===== config.mk =====
export PLATFORM = sky130hd
export DESIGN_NAME = sorted_set_priority_queue
export DESIGN_NICKNAME = d
export VERILOG_FILES = /design/src/rtl/sspq_pkg.sv /design/src/rtl/sorted_set_priority_queue.sv /design/src/rtl/sspq_cell.sv
export SDC_FILE = /design/constraint.sdc
export NUM_CORES = 2
export LEC_CHECK = 0
export BUFFER_PORTS_ARGS = -buffer_cell sky130_fd_sc_hd__buf_2
export CAP_MARGIN = 10
export CORE_ASPECT_RATIO = 1.5
export CORE_UTILIZATION = 60
export DETAILED_ROUTE_END_ITERATION = 8
export PLACE_DENSITY = 0.81
export SLEW_MARGIN = 20
export SYNTH_ARGS = -nofsm -noshare
export SYNTH_HDL_FRONTEND = slang
export SYNTH_SLANG_ARGS = --single-unit

===== constraint.sdc =====
create_clock -name aclk -period 6.62 [get_ports aclk]
set_input_delay 0.993 -clock aclk [delete_from_list [all_inputs] [get_ports aclk]]
set_output_delay 0.993 -clock aclk [all_outputs]
set_load 0.01 [all_outputs]

===== src/rtl/sspq_pkg.sv =====
package sspq_pkg;

    localparam int CAPACITY_DEF = 32;

    localparam int KEY_W     = 32;
    localparam int MODE_W    = 2;
    localparam int STATUS_W  = 2;
    localparam int S_TDATA_W = 32;
    localparam int S_TUSER_W = 2;
    localparam int M_TDATA_W = 40;

    localparam logic [MODE_W-1:0] MODE_SEARCH = 2'd0;
    localparam logic [MODE_W-1:0] MODE_INSERT = 2'd1;
    localparam logic [MODE_W-1:0] MODE_DELMIN = 2'd2;

    localparam logic [STATUS_W-1:0] STAT_OK    = 2'd0;
    localparam logic [STATUS_W-1:0] STAT_MISS  = 2'd1;
    localparam logic [STATUS_W-1:0] STAT_EMPTY = 2'd2;
    localparam logic [STATUS_W-1:0] STAT_FULL  = 2'd3;

    typedef enum logic {
        S_IDLE,
        S_CMP
    } state_t;

    typedef struct packed {
        logic cmp;
        logic ins;
        logic del;
    } cell_ctrl_t;

endpackage


===== src/rtl/sorted_set_priority_queue.sv =====
// Channel  Direction  Beat contents
// s_       input      tuser: mode [1:0]; tdata: key [31:0]
// m_       output     tdata: success [0], status [2:1], min_value [34:3], zero [39:35]
//
// Each item has a compare step, in which every cell compares its key with the
// item's key, then an update step: the cells shift and the result register is loaded.
// The update step waits while the result register still holds an untaken beat.
// Reset empties the set at once; stored keys are not cleared.
module sorted_set_priority_queue
    import sspq_pkg::*;
#(
    parameter int CAPACITY = CAPACITY_DEF
) (
    input  logic                 aclk,
    input  logic                 aresetn,
    input  logic                 s_tvalid,
    output logic                 s_tready,
    input  logic [S_TDATA_W-1:0] s_tdata,  // key
    input  logic [S_TUSER_W-1:0] s_tuser,  // mode
    output logic                 m_tvalid,
    input  logic                 m_tready,
    output logic [M_TDATA_W-1:0] m_tdata   // success, status, min_value, zero fill
);

    localparam int CW = $clog2(CAPACITY + 1);

    state_t                  state_reg, state_next;
    logic [MODE_W-1:0]       mode_reg, mode_next;
    logic signed [KEY_W-1:0] op_key_reg, op_key_next;
    logic [CW-1:0]           count_reg, count_next;
    logic                    m_valid_reg, m_valid_next;
    logic [M_TDATA_W-1:0]    m_data_reg, m_data_next;

    cell_ctrl_t              ctrl;
    logic signed [KEY_W-1:0] cell_key [CAPACITY];
    logic [CAPACITY-1:0]     cell_ge;
    logic [CAPACITY-1:0]     cell_eq;
    logic [CAPACITY-1:0]     occupied;

    logic                    hit, full, empty, out_free;
    logic                    success;
    logic [STATUS_W-1:0]     status;
    logic signed [KEY_W-1:0] min_value;

    for (genvar i = 0; i < CAPACITY; i++) begin : g_cell
        logic signed [KEY_W-1:0] left_key;
        logic                    left_ge;
        logic signed [KEY_W-1:0] right_key;

        if (i == 0) begin : g_first
            assign left_key = op_key_reg;
            assign left_ge  = 1'b0;
        end else begin : g_mid
            assign left_key = cell_key[i-1];
            assign left_ge  = cell_ge[i-1];
        end
        if (i == CAPACITY - 1) begin : g_last
            assign right_key = cell_key[i];
        end else begin : g_notlast
            assign right_key = cell_key[i+1];
        end

        assign occupied[i] = (CW'(i) < count_reg);

        sspq_cell u_cell (
            .aclk      (aclk),
            .ctrl      (ctrl),
            .occupied  (occupied[i]),
            .op_key    (op_key_next),
            .left_key  (left_key),
            .left_ge   (left_ge),
            .right_key (right_key),
            .key_o     (cell_key[i]),
            .ge_o      (cell_ge[i]),
            .eq_o      (cell_eq[i])
        );
    end

    assign hit      = |cell_eq;
    assign full     = (count_reg == CW'(CAPACITY));
    assign empty    = (count_reg == '0);
    assign out_free = !m_valid_reg || m_tready;

    always_comb begin
        state_next   = state_reg;
        mode_next    = mode_reg;
        op_key_next  = op_key_reg;
        count_next   = count_reg;
        m_valid_next = m_valid_reg && !m_tready;
        m_data_next  = m_data_reg;
        ctrl         = '0;
        success      = 1'b0;
        status       = STAT_MISS;
        min_value    = '0;
        s_tready     = (state_reg == S_IDLE);

        unique case (mode_reg)
            MODE_SEARCH: begin
                success = hit;
                status  = hit ? STAT_OK : STAT_MISS;
            end
            MODE_INSERT: begin
                if (hit) begin
                    status = STAT_MISS;
                end else if (full) begin
                    status = STAT_FULL;
                end else begin
                    success = 1'b1;
                    status  = STAT_OK;
                end
            end
            MODE_DELMIN: begin
                if (empty) begin
                    status = STAT_EMPTY;
                end else begin
                    success   = 1'b1;
                    status    = STAT_OK;
                    min_value = cell_key[0];
                end
            end
            default: begin
                status = STAT_MISS;
            end
        endcase

        unique case (state_reg)
            S_IDLE: begin
                if (s_tvalid) begin
                    mode_next   = s_tuser[MODE_W-1:0];
                    op_key_next = s_tdata[KEY_W-1:0];
                    ctrl.cmp    = 1'b1;
                    state_next  = S_CMP;
                end
            end
            S_CMP: begin
                if (out_free) begin
                    m_valid_next = 1'b1;
                    m_data_next  = {(M_TDATA_W - KEY_W - STATUS_W - 1)'(0),
                                    min_value, status, success};
                    if (success && mode_reg == MODE_INSERT) begin
                        ctrl.ins   = 1'b1;
                        count_next = count_reg + CW'(1);
                    end else if (success && mode_reg == MODE_DELMIN) begin
                        ctrl.del   = 1'b1;
                        count_next = count_reg - CW'(1);
                    end
                    state_next = S_IDLE;
                end
            end
            default: begin
                state_next = S_IDLE;
            end
        endcase
    end

    always_ff @(posedge aclk) begin
        if (!aresetn) begin
            state_reg   <= S_IDLE;
            count_reg   <= '0;
            m_valid_reg <= 1'b0;
        end else begin
            state_reg   <= state_next;
            count_reg   <= count_next;
            m_valid_reg <= m_valid_next;
        end
        mode_reg   <= mode_next;
        op_key_reg <= op_key_next;
        m_data_reg <= m_data_next;
    end

    assign m_tvalid = m_valid_reg;
    assign m_tdata  = m_data_reg;

endmodule


===== src/rtl/sspq_cell.sv =====
module sspq_cell
    import sspq_pkg::*;
(
    input  logic                    aclk,
    input  cell_ctrl_t              ctrl,
    input  logic                    occupied,
    input  logic signed [KEY_W-1:0] op_key,
    input  logic signed [KEY_W-1:0] left_key,
    input  logic                    left_ge,
    input  logic signed [KEY_W-1:0] right_key,
    output logic signed [KEY_W-1:0] key_o,
    output logic                    ge_o,
    output logic                    eq_o
);

    logic signed [KEY_W-1:0] key_reg, key_next;
    logic                    ge_reg, ge_next;
    logic                    eq_reg, eq_next;

    always_comb begin
        ge_next  = ge_reg;
        eq_next  = eq_reg;
        key_next = key_reg;
        if (ctrl.cmp) begin
            ge_next = !occupied || (key_reg >= op_key);
            eq_next = occupied && (key_reg == op_key);
        end
        if (ctrl.ins && ge_reg) begin
            key_next = left_ge ? left_key : op_key;
        end else if (ctrl.del) begin
            key_next = right_key;
        end
    end

    always_ff @(posedge aclk) begin
        key_reg <= key_next;
        ge_reg  <= ge_next;
        eq_reg  <= eq_next;
    end

    assign key_o = key_reg;
    assign ge_o  = ge_reg;
    assign eq_o  = eq_reg;

endmodule

==> summary.md <==
| Metric | Value |
|---|---|
| Num CTS Buffers | 115 |
| Initial antenna violation count | 6 |
| Gate Count Post-Synth | 8,685 |
| Asr flop ratio synth | 0% |
| Worst EP arrival | 5.38 ns |
| Synthesized flop and latch total | 1,165 |
| PwrDens | 219 nW/µm² |
| # port buffers | 74 |
| Num Clock Sinks | 1,165 |
| Crit Path Category | reg2reg |
| WHS Endpoint | mode_reg[0]$_DFFE_PP_ |
| Root Driver | clkbuf_16 |
| Synth Area per Inst | 9.07 µm² |
| Layout area overhead | 8.00% |
| Post-synth EDFFs | 1,125 |
| CP required | 7.14 ns |
| Area taken by flip-flops and latches | 34,600 µm² |
| Fin nets | 9,552 |
| Worst reg2reg path depth | 11 |
| Clk slew on worst S/H paths | 0.07 ns |
| Worst Skew | 0.0500 ns |
| Slew headroom | 9.98% |
| Worst Max-Slew Pin Slew | 1.34 ns |
| Critical path cell sequence | nor2b_4 -> buf_12 -> buf_4 -> mux2i_4 -> buf_4 -> ha_1 -> nand4_1 -> nor4_1 -> nor2_1 -> a31oi_1 -> mux2_2 |
| Post-CTS resize count | 0 |
| Status | finished clean |
| Overall routing resource usage | 38.8% |
| Top_reg_cell synth | edfxtp_1 |
| Total wire length | 262,000 µm |
| Routed len/inst | 25.4 µm |
| DP HPWL | 187,000 µm |
| Drt first pass iters | 9 |
| Final setup viols | 0 |
| Global-route wire length before repair | 397,000 µm |
| HP Start | s_tuser[0] |
| DP Worst Slack | 1.18 ns |
| Synth Warn # | 0 |
| Crit share post-route | 73.5% |
| Clock Path Buffers | 3 |
| Final Util | 65.4% |
| Hold Crit Depth | 1 |
| GPL Wtd Cong | 1.01 |
| Fill cell count | 10,185 |
| Worst reg2reg startpoint | state_reg$_SDFF_PN0_ |
| Total number of vias | 69,543 |
| Slowest cell on the critical path | mux2i_4 |
| Most frequent cells in the layout | 1,379 x a21oi_1, 1,215 x nand2_1, 1,125 x edfxtp_1, 1,109 x o21ai_0, 1,079 x nor2_1 |
| Largest net degree at the start of global routing | 66 |
| H-Tree Depth | 3 |
| DRC Markers | 0 |
| Clock period minus worst slack | 4.87 ns |
| FF-to-FF End | g_cell[8].u_cell.ge_o$_DFFE_PP_ |
| Max incr delay on CP | 0.69 ns |
| Worst-Skew Late Latency | 0.78 ns |
| Gr ovfl total | 0 |
| Worst vdd ir | 0.000230 V |
| Final Power | 0.0186 W |
| Die Y | 446 µm |
| Hold_buf cts | 0 |
| Max reg flops | 1,024 |
| CORE AREA | 130,000 µm² |
| I/O pin cnt | 80 |
| Hold Vio Cnt, Final | 0 |
| Unrepaired setup endpoints after global routing | no |
| Yosys cell types | 68 |
| Max-slew violation count | 0 |
| Postcts setup bufs | 0 |
| Max-Cap Viols | 0 |
| CP max FO | 33 |
| Multi-input gate area | 42,000 µm² |
| Fmax | 205 MHz |
| Mapped Area | 78,800 µm² |
| Via density | 6.75 |
| R2r setup slk | 1.75 ns |
| Sequential share of the synthesized area | 43.9% |
| Share of layout cells above drive strength 1 | 6.64% |
| Die area | 133,000 µm² |
| Min-delay worst type | in2reg |
| Post-route ant nets | 0 |
| Setup tns final | 0 ns |
| Crit start category | register |
| Worst path most repeated cell | buf_4 |
| Initial Util | 60.6% |
| Worst setup EP type | register |
| Min setup slack post-route | 1.75 ns |
| Hold slack | 0.438 ns |
| Most common cell after layout, fill and taps aside | a21oi_1 |
| Die Wd | 298 µm |
| Placement row count | 162 |
| Iter 0 DRT Violations | 8,930 |
| Leak pwr | 34.3 nW |
| CTS tree | yes |
| Vias in the first global route | 67,838 |
how the worst max path moves through the flow:
| stage | startpoint | end | slack (ns) | cells past startpoint |
|---|---|---|---|---|
| after detailed placement | s_tvalid | g_cell[8].u_cell.ge_o$_DFFE_PP_ | 1.18 | 12 |
| after global placement | s_tvalid | g_cell[8].u_cell.ge_o$_DFFE_PP_ | 1.25 | 12 |
| after floorplan | s_tvalid | g_cell[2].u_cell.ge_o$_DFFE_PP_ | 0.78 | 12 |
| final | state_reg$_SDFF_PN0_ | g_cell[8].u_cell.ge_o$_DFFE_PP_ | 1.75 | 11 |
| after global routing | state_reg$_SDFF_PN0_ | g_cell[8].u_cell.ge_o$_DFFE_PP_ | 1.69 | 11 |
| after CTS | state_reg$_SDFF_PN0_ | g_cell[8].u_cell.ge_o$_DFFE_PP_ | 1.87 | 11 |
where the power goes:
group	switching [W]	leakage (nW)	internal, W	total, W
Combinational	0.00219	21.9	0.00110	0.00329
Clock	0.00310	1.99	0.00416	0.00726
Sequential	0.0000639	10.4	0.00802	0.00808
Total	0.00535	34.3	0.0133	0.0186
metal layers:
layer  up-vias  track usage, %  wire (µm)
li1      31543               -          -
met1     32370            44.7      90300
met2      4337            63.0     120000
met5         -               0         35
met4         6            32.1      25300
met3      1287            7.31      25800
area by class of cell:
class | instances | area share (%)
multi-input combinational | 6870 | 49.4
sequential | 1165 | 40.6
clock buffer | 136 | 3.62
tap | 1722 | 2.53
timing repair buffer | 242 | 2.25
clock inverter | 78 | 1.18
inverter | 93 | 0.410
antenna | 2 | 0.00588
worst max-delay path, delay by kind of cell (launching register included):
family / cells / cell delay [ns]
muxes: 2 / 1.07
and+or+nand+nor: 4 / 1.27
DFF: 1 / 0.39
adders and majority gates: 1 / 0.24
buffers and inverters: 3 / 1.27
AOI/OAI and AO/OA: 1 / 0.32
kinds of logic after synthesis:
logic type      count (synthesis)  share of synthesized area (%)
compound gates               2814                           19.0
fa+ha+maj                    1027                           16.3
flops                        1165                           43.9
buf+inv                       654                           3.52
xor+xnor                        4                         0.0444
mux                            83                           1.12
simple gates                 2937                           16.1
other cells                     1                        0.00476
per-stage QoR:
step	cell area [µm²]	std cells
final	85100	10308
after global routing	85100	10307
after CTS	85100	10306
after detailed placement	81000	10092
after global placement	81000	10092
after floorplan	78800	8689
cell usage after synthesis, types with 9 or more instances:
master	number	area, µm²
nand3_2	9	90.1
a21boi_0	17	128
o21ai_1	9	45.0
o21ai_0	1109	5550
edfxtp_1	1125	33800
a211oi_1	18	135
o21ai_2	22	193
a31oi_1	41	257
dfxtp_1	40	801
nor2b_1	60	375
mux2i_1	43	430
ha_1	1027	12800
a21oi_1	1379	6900
and4_1	48	420
a221oi_1	15	131
mux2_2	40	450
a21o_1	83	623
buf_2	159	796
o211a_1	12	120
nand4_1	205	1280
nand2_1	1217	4570
inv_1	93	349
buf_6	11	124
o211ai_1	39	293
nor4_1	52	325
nor3_1	34	170
nor2_1	1079	4050
and2_1	40	250
clkbuf_1	373	1400
o21a_1	15	113
nand2b_1	28	175
nand3_1	119	596
No activity file was read; power rests on OpenSTA's default activity.
